File: config.mk
export PLATFORM = sky130hd
export DESIGN_NAME = gray_bit_field_packer_unit
export DESIGN_NICKNAME = d
export VERILOG_FILES = /design/src/rtl/core/gbfp_pkg.sv /design/src/rtl/core/gbfp_front.sv /design/src/rtl/core/gbfp_fifo.sv /design/src/rtl/core/gbfp_back.sv /design/src/rtl/core/gray_bit_field_packer_unit.sv
export VERILOG_INCLUDE_DIRS = /design/src /design/src/rtl/core
export SDC_FILE = /design/constraint.sdc
export NUM_CORES = 1
export LEC_CHECK = 0
export BUFFER_PORTS_ARGS = -buffer_cell sky130_fd_sc_hd__buf_2
export CAP_MARGIN = 10
export CELL_PAD_IN_SITES_DETAIL_PLACEMENT = 1
export CELL_PAD_IN_SITES_GLOBAL_PLACEMENT = 1
export CORE_ASPECT_RATIO = 1.1
export CORE_MARGIN = 5
export CORE_UTILIZATION = 30
export DETAILED_ROUTE_END_ITERATION = 6
export GPL_TIMING_DRIVEN = 1
export PLACE_DENSITY_LB_ADDON = 0.1
export SETUP_SLACK_MARGIN = 0.02
export SYNTH_ARGS = -nofsm -noshare
export SYNTH_HDL_FRONTEND = slang
export SYNTH_SLANG_ARGS = --single-unit
File: constraint.sdc
create_clock -name clk -period 5.1 [get_ports clk]
set_input_delay 0.51 -clock clk [delete_from_list [all_inputs] [get_ports clk]]
set_output_delay 0.51 -clock clk [all_outputs]
set_load 0.01 [all_outputs]
File: src/rtl/core/gray_bit_field_packer_unit_macros.svh
// Assertion macros used by the packer RTL.
`ifndef GRAY_BIT_FIELD_PACKER_UNIT_MACROS_SVH
`define GRAY_BIT_FIELD_PACKER_UNIT_MACROS_SVH

// Same-cycle implication, checked outside reset.
`define GBFP_ASSERT_IMPLIES(lbl, clk, rst, ante, cons, msg) \
  lbl: assert property (@(posedge clk) disable iff (rst) (ante) |-> (cons)) else $error(msg);

// Next-cycle implication, checked outside reset.
`define GBFP_ASSERT_NEXT(lbl, clk, rst, ante, cons, msg) \
  lbl: assert property (@(posedge clk) disable iff (rst) (ante) |=> (cons)) else $error(msg);

`endif

File: src/rtl/core/gbfp_pkg.sv
`timescale 1ns / 1ps
`default_nettype none
package gbfp_pkg;

  localparam int FIELD_VALUE_W = 32;
  localparam int FIELD_WIDTH_W = 6;
  localparam int BYTE_W        = 8;
  localparam int IN_TDATA_W    = 40;
  localparam int FIFO_DEPTH    = 2;

  typedef struct packed {
    logic [BYTE_W-1:0] data;
    logic              last_of_run;
    logic              frame_last;
  } gbfp_beat_t;

endpackage
`default_nettype wire

File: src/rtl/core/gbfp_front.sv
`timescale 1ns / 1ps
`default_nettype none
module gbfp_front #(
  parameter int MAX_FIELD_WIDTH = 32,
  parameter int WID_W           = 6
) (
  input  wire logic [gbfp_pkg::FIELD_VALUE_W-1:0] field_value,
  input  wire logic [gbfp_pkg::FIELD_WIDTH_W-1:0] field_width,
  output logic      [MAX_FIELD_WIDTH-1:0]         coded_value,
  output logic      [WID_W-1:0]                   coded_width
);
  import gbfp_pkg::*;

  logic [FIELD_WIDTH_W-1:0] w_sat;
  logic [FIELD_WIDTH_W-1:0] shamt;
  logic [FIELD_VALUE_W-1:0] aligned;
  logic [FIELD_VALUE_W-1:0] mask;
  logic [FIELD_VALUE_W-1:0] coded;

  // The field is left aligned first, so the shift drops the unused upper bits.
  // Gray coding is then done in place and the bit that slid below the field is
  // masked off again.
  always_comb begin
    w_sat   = (field_width > FIELD_WIDTH_W'(MAX_FIELD_WIDTH)) ?
              FIELD_WIDTH_W'(MAX_FIELD_WIDTH) : field_width;
    shamt   = FIELD_WIDTH_W'(FIELD_VALUE_W) - w_sat;
    aligned = field_value << shamt;
    mask    = {FIELD_VALUE_W{1'b1}} << shamt;
    if (w_sat > FIELD_WIDTH_W'(1)) begin
      coded = (aligned ^ (aligned >> 1)) & mask;
    end else begin
      coded = aligned;
    end
    coded_value = coded[FIELD_VALUE_W-1 -: MAX_FIELD_WIDTH];
    coded_width = WID_W'(w_sat);
  end

endmodule
`default_nettype wire

File: src/rtl/core/gbfp_fifo.sv
`timescale 1ns / 1ps
`default_nettype none
module gbfp_fifo #(
  parameter int DATA_W = 39
) (
  input  wire logic              clk,
  input  wire logic              rst,
  input  wire logic              push_valid,
  output logic                   push_ready,
  input  wire logic [DATA_W-1:0] push_data,
  output logic                   pop_valid,
  input  wire logic              pop_ready,
  output logic      [DATA_W-1:0] pop_data
);
  import gbfp_pkg::*;

  localparam int PTR_W = $clog2(FIFO_DEPTH);
  localparam int CNT_W = $clog2(FIFO_DEPTH + 1);

  logic [DATA_W-1:0] entries [FIFO_DEPTH];
  logic [PTR_W-1:0]  wr_ptr;
  logic [PTR_W-1:0]  rd_ptr;
  logic [CNT_W-1:0]  count;
  logic              do_push;
  logic              do_pop;

  assign push_ready = (count != CNT_W'(FIFO_DEPTH));
  assign pop_valid  = (count != '0);
  assign pop_data   = entries[rd_ptr];
  assign do_push    = push_valid && push_ready;
  assign do_pop     = pop_valid && pop_ready;

  always_ff @(posedge clk) begin
    if (rst) begin
      wr_ptr <= '0;
      rd_ptr <= '0;
      count  <= '0;
    end else begin
      if (do_push) begin
        entries[wr_ptr] <= push_data;
        wr_ptr          <= (wr_ptr == PTR_W'(FIFO_DEPTH - 1)) ? '0 : wr_ptr + PTR_W'(1);
      end
      if (do_pop) begin
        rd_ptr <= (rd_ptr == PTR_W'(FIFO_DEPTH - 1)) ? '0 : rd_ptr + PTR_W'(1);
      end
      if (do_push && !do_pop) begin
        count <= count + CNT_W'(1);
      end else if (do_pop && !do_push) begin
        count <= count - CNT_W'(1);
      end
    end
  end

endmodule
`default_nettype wire

File: src/rtl/core/gbfp_back.sv
`timescale 1ns / 1ps
`default_nettype none
module gbfp_back #(
  parameter int MAX_FIELD_WIDTH = 32,
  parameter int WID_W           = 6
) (
  input  wire logic                       clk,
  input  wire logic                       rst,
  input  wire logic                       pop_valid,
  output logic                            pop_ready,
  input  wire logic [MAX_FIELD_WIDTH-1:0] pop_value,
  input  wire logic [WID_W-1:0]           pop_width,
  input  wire logic                       pop_flush,
  output logic                            out_valid,
  input  wire logic                       out_ready,
  output gbfp_pkg::gbfp_beat_t            out_beat,
  output logic                            busy
);
  import gbfp_pkg::*;

  localparam int BUF_W = BYTE_W + MAX_FIELD_WIDTH;
  localparam int CNT_W = $clog2(BUF_W);

  logic [BUF_W-1:0]  bit_buf;
  logic [CNT_W-1:0]  n;
  logic              flush;
  logic [BYTE_W-1:0] partial_byte;
  logic [2:0]        bits_filled;

  logic [BUF_W-1:0]  load_buf;
  logic [CNT_W-1:0]  load_n;
  logic [BUF_W-1:0]  buf_shift;
  logic [CNT_W-1:0]  n_rem;
  logic [BYTE_W-1:0] top_byte;
  logic              emit_last;
  logic              slot_free;

  // The held partial bits sit on top and the new field follows straight after.
  assign load_buf  = {partial_byte, {MAX_FIELD_WIDTH{1'b0}}} |
                     ({pop_value, {BYTE_W{1'b0}}} >> bits_filled);
  assign load_n    = CNT_W'(bits_filled) + CNT_W'(pop_width);
  assign buf_shift = bit_buf << BYTE_W;
  assign n_rem     = n - CNT_W'(BYTE_W);
  assign top_byte  = bit_buf[BUF_W-1 -: BYTE_W];
  assign emit_last = (n_rem < CNT_W'(BYTE_W)) && !(flush && (n_rem != '0));
  assign slot_free = !out_valid || out_ready;
  assign pop_ready = !busy;

  always_ff @(posedge clk) begin
    if (rst) begin
      busy         <= 1'b0;
      out_valid    <= 1'b0;
      out_beat     <= '0;
      bit_buf      <= '0;
      n            <= '0;
      flush        <= 1'b0;
      partial_byte <= '0;
      bits_filled  <= '0;
    end else begin
      if (out_valid && out_ready) begin
        out_valid <= 1'b0;
      end
      if (!busy) begin
        if (pop_valid) begin
          bit_buf <= load_buf;
          n       <= load_n;
          flush   <= pop_flush;
          busy    <= 1'b1;
        end
      end else if (slot_free) begin
        if (n >= CNT_W'(BYTE_W)) begin
          out_valid            <= 1'b1;
          out_beat.data        <= top_byte;
          out_beat.last_of_run <= emit_last;
          out_beat.frame_last  <= emit_last && flush;
          bit_buf              <= buf_shift;
          n                    <= n_rem;
          if (emit_last) begin
            busy         <= 1'b0;
            partial_byte <= buf_shift[BUF_W-1 -: BYTE_W];
            bits_filled  <= n_rem[2:0];
          end
        end else if (flush && (n != '0)) begin
          // Flush of a partial byte: the bits below it are already zero.
          out_valid            <= 1'b1;
          out_beat.data        <= top_byte;
          out_beat.last_of_run <= 1'b1;
          out_beat.frame_last  <= 1'b1;
          busy                 <= 1'b0;
          partial_byte         <= '0;
          bits_filled          <= '0;
        end else begin
          busy         <= 1'b0;
          partial_byte <= top_byte;
          bits_filled  <= n[2:0];
        end
      end
    end
  end

endmodule
`default_nettype wire

File: src/rtl/core/gray_bit_field_packer_unit.sv
`timescale 1ns / 1ps
`default_nettype none
// MSB-first bit packer: each input beat carries a field of 1 to 32 bits (wider
// codes saturate to MAX_FIELD_WIDTH, zero appends nothing), multi-bit fields are
// Gray coded, and the bits are packed into bytes with the first bit in bit 7.
// tlast on an input beat flushes a partial byte zero padded; the last byte
// caused by an input beat carries m_tlast, and m_tuser marks the final byte of
// a flushed frame. An input beat that completes no byte produces no output.
// The front end codes and aligns fields into a two-entry queue; the back end
// takes one entry, merges it with the held partial byte in its bit buffer and
// then emits one byte per cycle while m_tready does not stall it. It takes no
// new entry until it has finished with the last one.
module gray_bit_field_packer_unit #(
  parameter int MAX_FIELD_WIDTH = 32
) (
  input  wire logic        clk,
  input  wire logic        rst,
  input  wire logic        s_tvalid,
  output logic             s_tready,
  input  wire logic [39:0] s_tdata,   // field_value[31:0], field_width[37:32], zero pad
  input  wire logic        s_tlast,   // frame_end
  output logic             m_tvalid,
  input  wire logic        m_tready,
  output logic      [7:0]  m_tdata,   // out_byte[7:0]
  output logic             m_tlast,   // last_of_run
  output logic             m_tuser    // frame_last
);
  import gbfp_pkg::*;

`include "gray_bit_field_packer_unit_macros.svh"

  localparam int WID_W   = $clog2(MAX_FIELD_WIDTH + 1);
  localparam int ENTRY_W = MAX_FIELD_WIDTH + WID_W + 1;

  logic [MAX_FIELD_WIDTH-1:0] front_value;
  logic [WID_W-1:0]           front_width;
  logic [ENTRY_W-1:0]         push_data;
  logic [ENTRY_W-1:0]         pop_data;
  logic                       pop_valid;
  logic                       pop_ready;
  logic                       back_busy;
  gbfp_beat_t                 beat;

  gbfp_front #(
    .MAX_FIELD_WIDTH(MAX_FIELD_WIDTH),
    .WID_W          (WID_W)
  ) u_front (
    .field_value(s_tdata[FIELD_VALUE_W-1:0]),
    .field_width(s_tdata[FIELD_VALUE_W +: FIELD_WIDTH_W]),
    .coded_value(front_value),
    .coded_width(front_width)
  );

  assign push_data = {s_tlast, front_width, front_value};

  gbfp_fifo #(
    .DATA_W(ENTRY_W)
  ) u_fifo (
    .clk       (clk),
    .rst       (rst),
    .push_valid(s_tvalid),
    .push_ready(s_tready),
    .push_data (push_data),
    .pop_valid (pop_valid),
    .pop_ready (pop_ready),
    .pop_data  (pop_data)
  );

  gbfp_back #(
    .MAX_FIELD_WIDTH(MAX_FIELD_WIDTH),
    .WID_W          (WID_W)
  ) u_back (
    .clk      (clk),
    .rst      (rst),
    .pop_valid(pop_valid),
    .pop_ready(pop_ready),
    .pop_value(pop_data[MAX_FIELD_WIDTH-1:0]),
    .pop_width(pop_data[MAX_FIELD_WIDTH +: WID_W]),
    .pop_flush(pop_data[ENTRY_W-1]),
    .out_valid(m_tvalid),
    .out_ready(m_tready),
    .out_beat (beat),
    .busy     (back_busy)
  );

  assign m_tdata = beat.data;
  assign m_tlast = beat.last_of_run;
  assign m_tuser = beat.frame_last;

  `GBFP_ASSERT_IMPLIES(a_frame_last_ends_run, clk, rst, m_tvalid && m_tuser, m_tlast, "frame_last without last_of_run")
  `GBFP_ASSERT_IMPLIES(a_mid_run_keeps_busy, clk, rst, m_tvalid && !m_tlast, back_busy, "back end idle in the middle of a run")
  `GBFP_ASSERT_NEXT(a_accept_queues_item, clk, rst, s_tvalid && s_tready, pop_valid || back_busy, "accepted beat lost before the back end")

endmodule
`default_nettype wire

==> results.sh, run 1 <==
export IMPL_outcome="finished clean"
export IMPL_cts_max_level=4
export IMPL_drt_wl_total_mm=30.7
export IMPL_clk_pin_slew_ps=60
export IMPL_crit_path_max_fanout=30
export IMPL_vias_per_cell=5.40
export IMPL_reg2reg_depth=8
export IMPL_drt_iter0_markers=437
export IMPL_synth_seq_area_share_pct=39.0
export IMPL_gp_congestion=0.878
export IMPL_yosys_area_top_type="edfxtp_1"
export IMPL_antenna_found_initial=0
export IMPL_yosysMostFrequentCell="mux2i_1"
export IMPL_syn_inst=1002
export IMPL_vias=7878
export IMPL_cp_slowest_stage_delay_ps=740
export IMPL_hold_viol_final=0
export IMPL_ant_nets=0
export IMPL_finalMaxSlewViolations=0
export IMPL_critPathKind="input port to register"
export IMPL_overflow=0
export IMPL_grt_max_degree=57
export IMPL_synth_area_um2=9810
export IMPL_port_buffers=54
export IMPL_skew_ps=16.3
export IMPL_clock_path_buffers=2
export IMPL_nets=1077
export IMPL_core_area_um2=32300
export IMPL_worst_setup_path_start_kind="input port"
export IMPL_vdd_ir_drop_max_uv=177
export IMPL_final_min_clock_period_ps=3820
export IMPL_cts_setup_buffers=0
export IMPL_worstPathArrival_ps=4040
export IMPL_dp_hpwl_mm=22.8
export IMPL_ys_types=71
export IMPL_postCtsHoldBufs=0
export IMPL_start_util_pct=30.4
export IMPL_die_area_um2=36400
export IMPL_power_per_cell_area_nw_per_um2=480
export IMPL_drc=0
export IMPL_synth_top_area_share_pct=23.9
export IMPL_crit_chain="buf_2 > nand2b_1 > ha_1 > buf_4 > mux2i_1 > mux2i_1 > a22oi_1 > a21oi_1 > a21oi_1 > or3b_1 > o221ai_1"
export IMPL_cts_sinks=152
export IMPL_timing_fmax_mhz=262
export IMPL_clock_latency_ps=440
export IMPL_critPathCaptureType="register"
export IMPL_hold_class="input port to register"
export IMPL_grt_pass1_wl_mm=49.1
export IMPL_period_share_pct=74.9
export IMPL_synth_async_reset_ratio_pct=0
export IMPL_yosys_top_cells_area="edfxtp_1 (24%), dfxtp_1 (15%), mux2i_1 (14%), mux4_2 (8.0%), nor2_1 (4.3%)"
export IMPL_yosys_warnings=0
export IMPL_synth_top_cells_by_count="mux2i_1 (134), nor2_1 (113), nand2_1 (103), edfxtp_1 (78), dfxtp_1 (74)"
export IMPL_die_y_um=200
export IMPL_drv_cap=0
export IMPL_syn_nets=1059
export IMPL_ys_ff_latch=152
export IMPL_synth_edff_count=78
export IMPL_grt_pass1_vias=8360
export IMPL_worst_slew_pin_slew_ps=976
export IMPL_place_inst=1427
export IMPL_rows=69
export IMPL_power_mw=5.31
export IMPL_die_x_um=182
export IMPL_hold_depth=1
export IMPL_cp_required_ps=5330
export IMPL_setup_viol=0
export IMPL_drive_gt1_share_pct=17.7
export IMPL_final_cell_count_no_fill=1458
export IMPL_numCtsBuffers=17
export IMPL_io_pins=57
export IMPL_dr_pass1_iters=4
export IMPL_syn_area_per_cell_um2=9.79
export IMPL_ctsResizeCount=0
export IMPL_area_delta_synth_final_pct=12.7
export IMPL_relSlewSlack_pct=34.7
export IMPL_antenna_cells=0
export IMPL_cts_root_buffer="clkbuf_16"
export IMPL_grt_total_usage_pct=17.2
export IMPL_tns_ps=0
export IMPL_cts_tree="built"
export IMPL_rsz0062_at_grt="false"
export IMPL_ys_flop_type="edfxtp_1"
export IMPL_p_leak_nw=3.89
export IMPL_cp_slowest_cell="a22oi_1"
export IMPL_wire_per_inst_um=21.1
[stage by stage]
| stage | setup slack (ps) | instance area (um2) | hold WS, ps | utilization, % |
|---|---|---|---|---|
| 6_report | 1280 | 11100 | 269 | 34.3 |
| 5_1_grt | 922 | 11100 | 253 | 34.3 |
| 4_1_cts | 1230 | 11100 | 253 | 34.3 |
| 3_5_place_dp | 791 | 10500 | 454 | 32.5 |
| 3_3_place_gp | 815 | 10500 | 443 | 32.5 |
| 2_1_floorplan | 982 | 9810 | 432 | - |
[area by class of cell]
cell class | instances | area (um2)
inverter | 14 | 52.6
multi-input combinational | 756 | 5620
fill | 3713 | 21200
clock inverter | 14 | 149
sequential | 152 | 3830
tap | 426 | 533
timing repair buffer | 79 | 458
clock buffer | 17 | 425
[power by group]
| part | internal [mW] | switching, mW | total, mW |
|---|---|---|---|
| logic | 0.858 | 1.45 | 2.31 |
| registers | 1.58 | 0.174 | 1.75 |
| clock network | 0.719 | 0.522 | 1.24 |
[layout by cell type, fill, tap and decap left out, types with 27 or more instances in the layout]
cell type  synthesis  final
edfxtp_1          78     78
o21ai_0           29     28
buf_2             13     54
mux4_2            35     35
nor2_1           113    113
nor3_1            29     27
mux2i_1          134    134
nand2_1          103    103
dfxtp_1           74     71
a21oi_1           55     55
[per-layer routing]
metal | global-route usage, % | vias up | share of wire (%)
li1 | - | 3802 | -
met1 | 22.0 | 3888 | 46
met2 | 28.9 | 136 | 48
met3 | 2.44 | 52 | 2.1
met4 | 7.95 | 0 | 3.8
met5 | 0 | - | 0
[critical path, delay by kind of cell]
| kind | cells | cell delay (ps) |
|---|---|---|
| compound gates | 4 | 1350 |
| fa+ha+maj | 1 | 460 |
| buf+inv | 2 | 620 |
| mux | 2 | 480 |
| simple gates | 2 | 610 |
[state kept, by name (all words and copies together), names as in the netlist, named ones only]
name,flops
u_fifo.entries,78
u_back.bit_buf,39
u_back.out_beat,10
u_back.partial_byte,8
u_back.n,6
u_back.bits_filled,3
u_fifo.count,2
u_back.busy,1
u_back.flush,1
u_back.out_valid,1
u_fifo.rd_ptr,1
u_fifo.wr_ptr,1
[cell families after synthesis]
| family | share of synthesized area [%] |
|---|---|
| buffers and inverters | 4.22 |
| adders and majority gates | 1.61 |
| DFF | 39.0 |
| xor gates and xnor gates | 1.43 |
| AOI/OAI and AO/OA | 14.8 |
| and+or+nand+nor | 15.2 |
| muxes | 23.8 |
[worst paths after layout]
| kind | startpoint | endpoint | slack [ps] |
|---|---|---|---|
| min reg2reg | u_back.bit_buf[7]$_SDFFE_PP0P_ | u_back.bit_buf[7]$_SDFFE_PP0P_ | 460 |
| max | s_tdata[37] | u_fifo.entries[1][20]$_DFFE_PP_ | 1280 |
| min | s_tlast | u_fifo.entries[0][38]$_DFFE_PP_ | 270 |
| max reg2reg | u_fifo.count[0]$_SDFFE_PP0P_ | u_back.bit_buf[12]$_SDFFE_PP0P_ | 2110 |
No activity file was read; power rests on OpenSTA's default activity.
==> inputs of run 2 (changes only) <==
- clock period: 5.1 -> 3.9 ns (I/O delays scaled with it)
==> results.sh, run 2 (synthesis results as in run 1) <==
export IMPL_clock_path_buffers=2
export IMPL_clock_latency_ps=430
export IMPL_worstPathArrival_ps=3270
export IMPL_cts_sinks=152
export IMPL_start_util_pct=30.4
export IMPL_vias=7972
export IMPL_drt_wl_total_mm=30.6
export IMPL_hold_depth=1
export IMPL_top_regs="u_fifo.entries: 78 flops, u_back.bit_buf: 39 flops, u_back.out_beat: 10 flops"
export IMPL_ant_nets=0
export IMPL_crit_chain="buf_2 > nand2b_1 > ha_1 > inv_2 > ha_1 > inv_2 > buf_4 > a21o_1 > nor4_1 > a22oi_1 > or4_1 > o221ai_1"
export IMPL_whs_ps=158
export IMPL_cp_required_ps=4130
export IMPL_drt_iter0_markers=326
export IMPL_die_area_um2=36400
export IMPL_finalMaxSlewViolations=0
export IMPL_cts_tree="built"
export IMPL_outcome="finished clean"
export IMPL_cts_max_level=4
export IMPL_die_x_um=182
export IMPL_drive_gt1_share_pct=20.0
export IMPL_hold_viol_final=0
export IMPL_relSlewSlack_pct=27.4
export IMPL_hold_path_startpoint="s_tlast"
export IMPL_tns_ps=0
export IMPL_wire_per_inst_um=20.5
export IMPL_final_min_clock_period_ps=3040
export IMPL_dp_hpwl_mm=22.9
export IMPL_reg2reg_slack_ps=1400
export IMPL_antenna_cells=0
export IMPL_die_y_um=200
export IMPL_port_buffers=54
export IMPL_grt_max_degree=52
export IMPL_core_area_um2=32300
export IMPL_drc=0
export IMPL_io_pins=57
export IMPL_worst_slew_pin_slew_ps=1090
export IMPL_clk_pin_slew_ps=60
export IMPL_timing_fmax_mhz=329
export IMPL_gp_congestion=0.855
export IMPL_area_delta_synth_final_pct=15.5
export IMPL_drv_cap=0
export IMPL_antenna_found_initial=0
export IMPL_skew_ps=8.39
export IMPL_p_leak_nw=4.05
export IMPL_rsz0062_at_grt="false"
export IMPL_critPathKind="input port to register"
export IMPL_cp_slowest_stage_delay_ps=550
export IMPL_dr_pass1_iters=4
export IMPL_fin_area_um2=11300
export IMPL_regToRegEndpoint="u_back.bit_buf[5]$_SDFFE_PP0P_"
export IMPL_power_mw=7.00
export IMPL_numCtsBuffers=17
export IMPL_cts_root_buffer="clkbuf_16"
export IMPL_grt_pass1_wl_mm=48.6
export IMPL_critPathCaptureType="register"
export IMPL_fillers=3708
export IMPL_grt_pass1_vias=8343
export IMPL_cts_setup_buffers=0
export IMPL_cp_slowest_cell="or4_1"
export IMPL_mostFrequentLayoutCell="mux2i_1"
export IMPL_grt_total_usage_pct=17.0
export IMPL_largest_register="u_fifo.entries"
export IMPL_nets=1106
export IMPL_worst_setup_path_start_kind="input port"
export IMPL_ctsResizeCount=0
export IMPL_hold_class="input port to register"
export IMPL_period_share_pct=77.9
export IMPL_power_per_cell_area_nw_per_um2=618
export IMPL_worstHoldEndpoint="u_fifo.entries[0][38]$_DFFE_PP_"
export IMPL_critPathTopFamily="simple AND/OR/NAND/NOR gates"
export IMPL_layout_cells_most_common_list="mux2i_1 (134), nor2_1 (113), nand2_1 (103)"
export IMPL_postCtsHoldBufs=0
export IMPL_critPathLaunch="s_tdata[32]"
export IMPL_setup_viol=0
export IMPL_largest_reg_flops=78
export IMPL_crit_buf_inv=4
export IMPL_crit_path_max_fanout=12
export IMPL_vias_per_cell=5.36
export IMPL_vdd_ir_drop_max_uv=325
export IMPL_overflow=0
export IMPL_reg2reg_depth=8
export IMPL_r2r_start="u_fifo.count[0]$_SDFFE_PP0P_"
export IMPL_rows=69
export IMPL_place_area_um2=10800
run 2: changes by cell type in the layout (fill, tap and decap cells not counted):
cell,before,now
a31oi_2,0,1
buf_4,25,50
nor3b_2,1,0
a31oi_4,1,0
buf_12,0,4
nor3b_4,0,1
clkinvlp_4,5,4
inv_6,4,2
clkinv_1,2,3
clkinv_4,1,4
run 2: how the worst max path moves through the flow:
stage	to	depth (start not counted)
2_1_floorplan	u_fifo.entries[0][0]$_DFFE_PP_	3
3_3_place_gp	u_fifo.entries[0][18]$_DFFE_PP_	12
3_5_place_dp	u_fifo.entries[1][18]$_DFFE_PP_	12
4_1_cts	u_fifo.entries[0][18]$_DFFE_PP_	12
5_1_grt	u_fifo.entries[1][16]$_DFFE_PP_	13
6_report	u_fifo.entries[0][18]$_DFFE_PP_	12
run 2: layout make-up:
class	instances	area, um2	area share, %
clock inverters	15	154	1.36
inverters	14	52.6	0.464
repair buffers	108	726	6.40
multi-input cells	756	5620	49.5
well taps	426	533	4.70
flip-flops and latches	152	3830	33.8
clock buffers	17	425	3.75
run 2: power breakdown:
| part | switching, mW | internal [mW] |
|---|---|---|
| Sequential | 0.221 | 2.06 |
| Combinational | 1.89 | 1.21 |
| Clock | 0.681 | 0.941 |
run 2: per-stage QoR:
stage               worst slack, ps  instances  utilization [%]
floorplan                      43.0       1002                -
global placement                406       1456             33.3
detailed placement              422       1456             33.3
CTS                             853       1488             35.1
global route                    524       1488             35.1
finish                          861       1488             35.1
run 2: per-layer routing:
| layer | routed length [um] | global-route usage, % | part of all wire, % | vias to the layer above |
|---|---|---|---|---|
| li1 | - | - | - | 3867 |
| met4 | 1060 | 6.84 | 3.5 | 0 |
| met2 | 15300 | 29.7 | 50 | 115 |
| met1 | 13600 | 21.3 | 45 | 3943 |
| met5 | 0 | 0 | 0 | - |
| met3 | 591 | 2.29 | 1.9 | 47 |
==> inputs of run 3 (changes only) <==
- clock period: 3.9 -> 2.5 ns (I/O delays scaled with it)
==> results.sh, run 3 (synthesis results as in run 1) <==
export IMPL_worst_setup_path_start_kind="input port"
export IMPL_violations="negative setup slack"
export IMPL_hold_class="input port to register"
export IMPL_final_min_clock_period_ps=2530
export IMPL_clk_pin_slew_ps=60
export IMPL_core_area_um2=32300
export IMPL_clock_path_buffers=2
export IMPL_power_mw=11.6
export IMPL_finalMaxSlewViolations=0
export IMPL_period_share_pct=101
export IMPL_io_pins=57
export IMPL_p_leak_nw=4.84
export IMPL_cts_max_level=4
export IMPL_die_y_um=200
export IMPL_skew_ps=6.52
export IMPL_dp_hpwl_mm=25.3
export IMPL_layout_cells_most_common_list="buf_4 (179), nor2_1 (112), mux2i_1 (103), nand2_1 (103), edfxtp_1 (78)"
export IMPL_rows=69
export IMPL_drt_iter0_markers=368
export IMPL_largest_reg_flops=78
export IMPL_drv_cap=0
export IMPL_cp_required_ps=2660
export IMPL_critPathCaptureType="register"
export IMPL_timing_fmax_mhz=395
export IMPL_cts_tree="built"
export IMPL_outcome="finished, violations left"
export IMPL_wire_per_inst_um=20.2
export IMPL_place_inst=1586
export IMPL_vias=8508
export IMPL_vias_per_cell=5.22
export IMPL_grt_pass1_vias=9128
export IMPL_power_per_cell_area_nw_per_um2=888
export IMPL_die_area_um2=36400
export IMPL_drive_gt1_share_pct=35.3
export IMPL_overflow=0
export IMPL_drc=0
export IMPL_numCtsBuffers=17
export IMPL_grt_total_usage_pct=18.3
export IMPL_final_setup_worst_slack_ps=-28.8
export IMPL_gp_congestion=0.896
export IMPL_start_util_pct=30.4
export IMPL_port_buffers=54
export IMPL_dr_pass1_iters=4
export IMPL_die_x_um=182
export IMPL_top_regs="u_fifo.entries: 78 flops, u_back.bit_buf: 39 flops, u_back.out_beat: 10 flops"
export IMPL_largest_register="u_fifo.entries"
export IMPL_mostFrequentLayoutCell="buf_4"
export IMPL_critPathKind="input port to register"
export IMPL_final_cell_count_no_fill=1631
export IMPL_crit_path_max_fanout=7
export IMPL_hold_viol_final=0
export IMPL_worstPathArrival_ps=2690
export IMPL_antenna_cells=0
export IMPL_relSlewSlack_pct=44.1
export IMPL_ant_nets=0
export IMPL_cts_sinks=152
export IMPL_worst_slew_pin_slew_ps=830
export IMPL_rsz0062_at_grt="true"
export IMPL_clock_latency_ps=430
export IMPL_cts_root_buffer="clkbuf_16"
export IMPL_nets=1249
export IMPL_vdd_ir_drop_max_uv=470
export IMPL_setup_viol=4
export IMPL_antenna_found_initial=0
export IMPL_area_delta_synth_final_pct=32.8
export IMPL_grt_pass1_wl_mm=52.0
export IMPL_grt_max_degree=70
export IMPL_drt_wl_total_mm=33.0
## run 3: metrics by stage
stage          util (%)  TNS [ps]  hold slack [ps]  cell area [um2]  worst slack (ps)
6_report           40.4     -62.5              178            13000             -28.8
5_1_grt            40.4     -1620              193            13000              -134
4_1_cts            39.5     -22.0              164            12700             -11.0
3_5_place_dp       37.3    -24980              444            12000              -567
3_3_place_gp       37.3    -23650              439            12000              -592
2_1_floorplan         -    -12060              349            10100              -467
## run 3: worst paths after layout
path,to,depth (start not counted),slack [ps],start
hold / removal,u_back.out_valid$_SDFF_PP0_,3,180,m_tready
hold reg to reg,u_back.bit_buf[8]$_SDFFE_PP0P_,2,460,u_back.bit_buf[8]$_SDFFE_PP0P_
setup / recovery,u_fifo.entries[1][28]$_DFFE_PP_,11,-30,s_tdata[37]
setup reg to reg,u_back.n[5]$_SDFFE_PP0P_,9,230,register
## run 3: worst max-delay path, stage by stage
cell	delay [ps]
buf_6	90
nand2b_4	140
ha_4	260
buf_8	140
mux2i_4	180
mux4_2	540
or2_1	280
a221oi_2	310
a21o_1	230
or3b_1	140
o211ai_1	110
## run 3: layout make-up
| cell class | count | area, um2 |
|---|---|---|
| fill | 3649 | 19300 |
| multi-input combinational | 756 | 6130 |
| sequential | 152 | 3830 |
| timing repair buffer | 251 | 1950 |
| tap | 426 | 533 |
| clock buffer | 18 | 429 |
| clock inverter | 14 | 100 |
| inverter | 14 | 62.6 |
## run 3: what timing repair did
| action | 4_1_cts | 5_1_grt |
|---|---|---|
| setup endpoints to repair | 26 | 45 |
| gates cloned | 0 | 0 |
| resized for setup | 20 | 49 |
| hold endpoints to repair | 2 | 0 |
| setup buffers | 6 | 7 |
| pin swaps | 7 | 17 |
| hold buffers | 1 | 0 |
## run 3: layer usage
metal  wire length [um]  share of wire, %  global-route usage [%]
met1              14200                43                    21.7
met2              17000                52                    33.4
met3                632               1.9                    2.20
met4               1130               3.4                    7.65
met5                  0                 0                       0
## run 3: power breakdown
| part | switching [mW] | internal (mW) |
|---|---|---|
| sequential | 0.356 | 3.22 |
| clock | 1.05 | 1.27 |
| combinational | 3.19 | 2.49 |
| total | 4.59 | 6.98 |
